**config.mk**
```make
export PLATFORM = sky130hd
export DESIGN_NAME = dq_ctrl
export DESIGN_NICKNAME = d
export VERILOG_FILES = /design/src/rtl/core/dq_pkg.sv /design/src/rtl/core/dq_ctrl.sv
export SDC_FILE = /design/constraint.sdc
export NUM_CORES = 1
export LEC_CHECK = 0
export ABC_CLOCK_PERIOD_IN_PS = 3500
export CAP_MARGIN = 40
export CORE_MARGIN = 1.5
export CORE_UTILIZATION = 60
export CTS_CLUSTER_SIZE = 20
export DETAILED_ROUTE_END_ITERATION = 7
export DONT_BUFFER_PORTS = 1
export GPL_ROUTABILITY_DRIVEN = 0
export PLACE_DENSITY = 0.75
export SLEW_MARGIN = 10
export SYNTH_ARGS = -nofsm -noshare
export SYNTH_HDL_FRONTEND = slang
export SYNTH_SLANG_ARGS = --single-unit
```
**constraint.sdc**
```tcl
create_clock -name clk -period 3.5 [get_ports clk]
set_input_delay 0.7 -clock clk [delete_from_list [all_inputs] [get_ports clk]]
set_output_delay 0.7 -clock clk [all_outputs]
set_load 0.03 [all_outputs]
```
**src/rtl/core/dq_pkg.sv**
```systemverilog
// ----------------------------------------------------------------------------
// dq_pkg
// shared types and codes for the double-ended queue
// ----------------------------------------------------------------------------
package dq_pkg;

  // command opcodes
  localparam logic [2:0] OP_PUSH_FRONT = 3'd0;
  localparam logic [2:0] OP_PUSH_BACK  = 3'd1;
  localparam logic [2:0] OP_POP_FRONT  = 3'd2;
  localparam logic [2:0] OP_POP_BACK   = 3'd3;
  localparam logic [2:0] OP_SIZE       = 3'd4;
  localparam logic [2:0] OP_EMPTY      = 3'd5;
  localparam logic [2:0] OP_FRONT      = 3'd6;
  localparam logic [2:0] OP_BACK       = 3'd7;

  // result status codes
  localparam logic [1:0] ST_OK    = 2'd0;
  localparam logic [1:0] ST_EMPTY = 2'd1;
  localparam logic [1:0] ST_FULL  = 2'd2;

  localparam int OUT_WIDTH = 32;

  typedef struct packed {
    logic [2:0]         opcode;
    logic signed [31:0] push_value;
  } cmd_t;

  typedef struct packed {
    logic signed [31:0] result_value;
    logic [1:0]         status;
  } result_t;

  // registered response control from the pointer unit
  typedef struct packed {
    logic                 valid;
    logic                 from_mem;
    logic [1:0]           status;
    logic [OUT_WIDTH-1:0] imm;
  } rsp_ctl_t;

endpackage

```
**src/rtl/core/dq_ctrl.sv**
```systemverilog
// ----------------------------------------------------------------------------
// dq_ctrl
// command decode, head and count registers, store access and response control
// ----------------------------------------------------------------------------
module dq_ctrl #(
  parameter int DEPTH      = 1024,
  parameter int DATA_WIDTH = 32,
  localparam int AW        = (DEPTH > 1) ? $clog2(DEPTH) : 1,
  localparam int CW        = $clog2(DEPTH + 1)
) (
  input  logic                  clk,
  input  logic                  rst,
  input  logic                  accept,
  input  dq_pkg::cmd_t          cmd,
  output logic                  we,
  output logic [AW-1:0]         waddr,
  output logic [DATA_WIDTH-1:0] wdata,
  output logic                  re,
  output logic [AW-1:0]         raddr,
  output dq_pkg::rsp_ctl_t      rsp
);
  import dq_pkg::*;

  localparam int SW = CW + 1;
  localparam logic [AW-1:0] LAST_IDX = AW'(DEPTH - 1);
  localparam logic [SW-1:0] DEPTH_S  = SW'(DEPTH);
  localparam logic [CW-1:0] DEPTH_C  = CW'(DEPTH);

  logic [AW-1:0] head, head_next;
  logic [CW-1:0] count, count_next;
  rsp_ctl_t      rsp_next;

  logic          full, empty;
  logic [AW-1:0] head_inc, head_dec, tail_idx, back_idx;
  logic [SW-1:0] sum_tail, sum_back;

  assign full  = (count == DEPTH_C);
  assign empty = (count == '0);

  assign head_inc = (head == LAST_IDX) ? '0 : head + AW'(1);
  assign head_dec = (head == '0) ? LAST_IDX : head - AW'(1);

  // ring wrap by one compare and subtract
  always_comb begin
    sum_tail = SW'(head) + SW'(count);
    sum_back = SW'(head) + SW'(count) - SW'(1);
    if (sum_tail >= DEPTH_S) begin
      sum_tail = sum_tail - DEPTH_S;
    end
    if (sum_back >= DEPTH_S) begin
      sum_back = sum_back - DEPTH_S;
    end
    tail_idx = sum_tail[AW-1:0];
    back_idx = sum_back[AW-1:0];
  end

  always_comb begin
    head_next         = head;
    count_next        = count;
    we                = 1'b0;
    waddr             = tail_idx;
    wdata             = DATA_WIDTH'(cmd.push_value);
    re                = 1'b0;
    raddr             = head;
    rsp_next.valid    = 1'b0;
    rsp_next.from_mem = 1'b0;
    rsp_next.status   = ST_OK;
    rsp_next.imm      = '0;
    if (accept) begin
      case (cmd.opcode)
        OP_PUSH_FRONT, OP_PUSH_BACK: begin
          if (full) begin
            rsp_next.valid  = 1'b1;
            rsp_next.status = ST_FULL;
          end else begin
            we         = 1'b1;
            count_next = count + CW'(1);
            if (cmd.opcode == OP_PUSH_FRONT) begin
              head_next = head_dec;
              waddr     = head_dec;
            end
          end
        end
        OP_SIZE: begin
          rsp_next.valid = 1'b1;
          rsp_next.imm   = OUT_WIDTH'(count);
        end
        OP_EMPTY: begin
          rsp_next.valid = 1'b1;
          rsp_next.imm   = OUT_WIDTH'(empty);
        end
        default: begin
          // pops and peeks
          rsp_next.valid = 1'b1;
          if (empty) begin
            rsp_next.status = ST_EMPTY;
            rsp_next.imm    = '1;
          end else begin
            re                = 1'b1;
            rsp_next.from_mem = 1'b1;
            if (cmd.opcode == OP_POP_BACK || cmd.opcode == OP_BACK) begin
              raddr = back_idx;
            end
            if (cmd.opcode == OP_POP_FRONT) begin
              head_next  = head_inc;
              count_next = count - CW'(1);
            end else if (cmd.opcode == OP_POP_BACK) begin
              count_next = count - CW'(1);
            end
          end
        end
      endcase
    end
  end

  always_ff @(posedge clk) begin
    if (rst) begin
      head      <= '0;
      count     <= '0;
      rsp.valid <= 1'b0;
    end else begin
      head      <= head_next;
      count     <= count_next;
      rsp.valid <= rsp_next.valid;
    end
    rsp.from_mem <= rsp_next.from_mem;
    rsp.status   <= rsp_next.status;
    rsp.imm      <= rsp_next.imm;
  end

endmodule

```
After elaboration in Yosys (flattened, before gate mapping)
Cells that the tools add are included.

operators by class
  reductions and logical operators = 12
  add/sub/neg operators = 8
  equality and inequality tests = 11
  multiplexer cells = 34
  bitwise gates (word level) = 2
  order comparisons = 2

operators with widths
  operator                                                number
  two-way mux 10 bit                                      16
  one-hot mux 32 bit (3 select lines)                     1
  two-way mux 11 bit                                      4
  two-way mux 33 bit                                      1
  subtractor 10 x 1 -> 10 bit (second input constant)     3
  >= comparator 12 x 11 -> 1 bit (second input constant)  2
  one-hot mux 11 bit (2 select lines)                     1
  one-hot mux 10 bit (2 select lines)                     1
  adder 10 x 11 -> 12 bit                                 1
  subtractor 12 x 1 -> 12 bit (second input constant)     1
  adder 11 x 1 -> 11 bit (second input constant)          1
  equality test 11 bit (second input constant)            1
  zero test 11 bit                                        1
  subtractor 11 x 1 -> 11 bit (second input constant)     1
  adder 10 x 1 -> 10 bit (second input constant)          1
  equality test 10 bit (second input constant)            1
  zero test 10 bit                                        1
  equality test 3 bit (second input constant)             3
  two-way mux 1 bit                                       8
  equality test 3 x 2 -> 1 bit (second input constant)    2
  AND reduction 6 bit                                     1
  OR reduction 2 bit                                      3
  AND reduction 5 bit                                     1
  != test 2 bit (second input constant)                   2
  other kinds (10)                                        11

storage, ports and cells
  register bits = 57
  bits of input ports = 38
  output and inout port bits = 90

Longest topological paths before layout
  depth in word-level cells = 8
  depth in mapped cells = 12

Worst setup path before layout
OpenSTA, ideal clock, no wires.

  kind = flip-flop to output port
  start = register head[0]
  end = output raddr[9]
  path slack = -102 ps
  data arrival time = 2902 ps
  data required time = 2800 ps
  path buffers = 0
  cell stages (with the launch flop) = 10
  cell sequence = dfxtp_1 -> ha_1 -> fa_1 -> a21o_1 -> a221oi_1 -> xor2_1 -> nand2_1 -> nor3_1 -> mux2_2 -> xor2_1

between the ends
  longest elaborated chain between the ends = 8

ends and longest elaborated chain
  item                                                                                  RTL line                      text
  start: declaration                                                                    dq_ctrl.sv:29                 logic [AW-1:0] head, head_next;
  start signal: assignment                                                              dq_ctrl.sv:122                head <= head_next;
  adder 10 x 11 -> 12 bit (*)                                                           dq_ctrl.sv:46                 sum_back = SW'(head) + SW'(count) - SW'(1);
  subtractor 12 x 1 -> 12 bit (*)                                                       dq_ctrl.sv:46
  subtractor 10 x 1 -> 10 bit / >= comparator 12 x 11 -> 1 bit (equally long branches)  dq_ctrl.sv:51, dq_ctrl.sv:50
  two-way mux 10 bit (*)                                                                dq_ctrl.sv:50                 if (sum_back >= DEPTH_S) begin
  two-way mux 10 bit (*)                                                                dq_ctrl.sv:101                if (cmd.opcode == OP_POP_BACK || cmd.opcode == OP_BACK) begin
  two-way mux 10 bit (*)                                                                dq_ctrl.sv:95                 if (empty) begin
  two-way mux 10 bit (*)                                                                dq_ctrl.sv:70                 case (cmd.opcode)
  two-way mux 10 bit (*)                                                                dq_ctrl.sv:69                 if (accept) begin
  end: declaration                                                                      dq_ctrl.sv:19                 output logic [AW-1:0] raddr,

Every way passes the cells marked *; elsewhere a longest branch is shown, timed or not.

Worst setup path in the final report
  start = register count[0]
  end = output raddr[9]

between the ends
  longest elaborated chain between the ends = 8

ends and longest elaborated chain
  item                                                                                  RTL line                      text
  start: declaration                                                                    dq_ctrl.sv:30                 logic [CW-1:0] count, count_next;
  start signal: assignment                                                              dq_ctrl.sv:123                count <= count_next;
  adder 10 x 11 -> 12 bit                                                               dq_ctrl.sv:46
  subtractor 12 x 1 -> 12 bit                                                           dq_ctrl.sv:46
  subtractor 10 x 1 -> 10 bit / >= comparator 12 x 11 -> 1 bit (equally long branches)  dq_ctrl.sv:51, dq_ctrl.sv:50
  two-way mux 10 bit                                                                    dq_ctrl.sv:50
  two-way mux 10 bit                                                                    dq_ctrl.sv:101
  two-way mux 10 bit (*)                                                                dq_ctrl.sv:95
  two-way mux 10 bit (*)                                                                dq_ctrl.sv:70
  two-way mux 10 bit (*)                                                                dq_ctrl.sv:69

Marks and branches as above.

==> summary.txt <==
Critical path
  • Crit Path Max Fanout: 3
  • WP data arrival: 2830 ps
  • Worst Setup Path Type: flip-flop to output pin
  • WP data required: 2800 ps
  • Crit start category: flip-flop
  • Crit end category: output pin

Clock network
  • H-tree Lvls: 2
  • Root buf cell: clkbuf_8
  • Clock transition at the registers of the reported paths: 70 ps
  • Hold-fix buffers, CTS: 0
  • Clk Latency, worst-skew pair: 290 ps
  • TritonCTS clock tree: done
  • Sink Count: 36
  • CTS buffer count: 5
  • Max Root-Sink Buffers: 2

Global routing
  • Met2 usage: 0.4621
  • Met3 Track Usage GR: 0.05977
  • Grt total ovfl: 0
  • M1 GR Usage: 0.3977
  • Total track usage: 0.2910
  • Initial antenna violation count: 0
  • Vias in the first global route: 2948
  • First-pass GRT wire length: 14260 um
  • Busiest metal layer after global routing: met2
  • Largest net degree at the start of global routing: 27

Synthesis
  • Area share of the largest cell type after synthesis: 0.2094
  • Mapped Area: 3442 sq um
  • Post-synth cell types: 59
  • Syn Nets: 522
  • Post-Syn Instances: 461
  • Synth cell count leaders: buf_4, nand2_1, dfxtp_1
  • Mapped Avg Cell Area: 7.466 sq um
  • Synthesis warning total: 0
  • Post-synth EDFFs: 0
  • Ys flop type: dfxtp_1
  • Sequential fraction of the synthesis area: 0.2094
  • Asr flop ratio synth: 0
  • Most common cell in the netlist: buf_4
  • Synth top area cells: dfxtp_1, buf_4, ha_1
  • Synth Register Bits: 36
  • Post-synth top area cell: dfxtp_1

Die
  • I/O pins: 128
  • Starting Density: 0.6251
  • Die Span Y: 78.74 um
  • Die Wd: 78.74 um
  • Row count: 27
  • Core area: 5507 sq um
  • Area of the die: 6200 sq um

Power
  • Internal: 1.092 mW
  • Reg power frac: 0.295
  • Power per cell area: 543.8 nW/um^2
  • Combinational Power Share: 0.548
  • Switch Pwr: 918.7 uW
  • Switch share: 0.4569
  • Leakage: 1.643 nW
  • Clock power frac: 0.157
  • VDD IR-drop max: 0.0003645 V

Placement
  • Placed Cells: 507
  • Post-DP HPWL: 6428 um
  • Post-Place Cell Area: 3445 sq um
  • I/O Buffers: 0
  • Place WS: 60.98 ps

Timing
  • Final setup margin: -31.12 ps
  • Final Cycle Share: 1.009
  • Slew headroom: 0.5522
  • Setup TNS: -31.12 ps
  • Fin crit period: 3531 ps
  • Post-Route Skew: 6.696 ps
  • Slew @ Worst Pin: 665.5 ps
  • Endpoints failing setup: 1
  • Max Clk Rate: 283.2 MHz
  • Final Hold Fails: 0
  • Slew Viols, Final: 0
  • Unrepaired setup endpoints after global routing: yes

Drt
  • Via count: 3307
  • Antenna Nets Post-Route: 0
  • Via density: 6.360
  • Total routed wirelength: 9020 um
  • Initial DRC count: 237
  • Initial DRT Pass Iterations: 7
  • Per-cell routed wire length: 17.35 um
  • Detailed-route DRC error count: 0

Finish
  • Area Growth Syn to Fin: 7.416%
  • Layout cells sized above 1: 0.2143
  • # nets final: 509
  • Non-filler instance count after layout: 520
  • Fin util: 0.6714
  • Fin area: 3697 sq um
  • Diode count: 0

Flow run
  • Max_cap viols: 0

Status
  • Failing checks: setup timing
  • Status: complete, but fails checks

Hold path
  • Min-Delay Path Class: primary input to flip-flop
## routing by layer
layer,wire (um),up-vias
li1,-,1549
met1,3880,1534
met2,4094,196
met3,897,28
met4,148,0
met5,0,-
## critical path, stage by stage, from the launching register on
cell	delay, ps
dfxtp_2	340
ha_4	160
fa_2	370
a21o_1	200
a221oi_2	220
buf_4	160
xor2_2	160
nand2_1	110
nor3_2	200
mux2_4	330
xor2_2	150
buf_6	160
## layout make-up
type	instances	area, sq um
fillers	441	1809
repair buffers	56	444.2
clock buffers	7	96.34
well taps	72	90.09
flip-flops and latches	36	728.2
inverters	18	67.56
multi-input cells	331	2271
## state kept, by name (all words and copies together), names as in the netlist
| register | count |
|---|---|
| head | 10 |
| rsp | 15 |
| count | 11 |
## logic make-up (layout without fill, tap and decap cells)
| kind of cell | after synthesis | count (layout) | synth area share |
|---|---|---|---|
| XOR/XNOR | 32 | 32 | 0.08143 |
| buffers and inverters | 94 | 81 | 0.1632 |
| AND/OR/NAND/NOR | 149 | 149 | 0.2192 |
| AO/OA/AOI/OAI | 124 | 124 | 0.2294 |
| flip-flops | 36 | 36 | 0.2094 |
| multiplexers | 3 | 3 | 0.009451 |
| adder cells (fa/ha/maj) | 23 | 23 | 0.08797 |
## power groups by stage
stage | logic (mW) | clock network, mW | registers [mW]
final | 1.10 | 0.316 | 0.593
after global routing | 1.19 | 0.341 | 0.600
after CTS | 1.06 | 0.322 | 0.592
after detailed placement | 1.01 | 0 | 0.599
after global placement | 1.00 | 0 | 0.597
after floorplan | 0.894 | 0 | 0.574
## path summary, 6_finish.rpt
path,slack (ps),start,endpoint,cells after the start
setup / recovery,-30,count[0],raddr[9],11
hold / removal,470,rst,head[1],1
setup reg to reg,890,head[0],head[1],9
hold reg to reg,550,count[7],count[7],2
## cell usage in the layout (no fill, tap or decap), drive strengths merged, types with 2 or more instances in the layout
cell,netlist,routed
ha,21,21
or4,4,4
a21oi,35,35
mux2,2,2
inv,18,18
and3,6,6
nor2,32,32
a21o,17,17
nand3,6,6
a211oi,5,5
nor3,21,21
and4,2,2
nand3b,3,3
a22oi,4,4
a311oi,2,2
nand2b,2,2
buf,57,56
nor2b,2,2
o221ai,2,2
or2,2,2
fa,2,2
dfxtp,36,36
clkbuf,19,7
nor3b,4,4
o21bai,2,2
o21ai,33,33
nand4,4,4
nand2,45,45
xor2,18,18
or3,2,2
o211ai,5,5
o31ai,2,2
xnor2,14,14
o21a,6,6
and2,2,2
a31oi,3,3
nor4,9,9
## timing repair
item                                    in CTS  in global routing
pin swaps                                    4                  8
resized for setup                           18                  9
endpoints found under the setup margin       4                  6
gates cloned                                 0                  0
setup buffers                                4                  2
## per-stage QoR
step / power (mW) / hold WS [ps]
finish: 2.010 / 466.3
global placement: 1.598 / 537.2
floorplan: 1.468 / 477.5
global route: 2.132 / 456.0
CTS: 1.979 / 466.4
detailed placement: 1.610 / 539.4
Power figures use the tool's default switching activity.
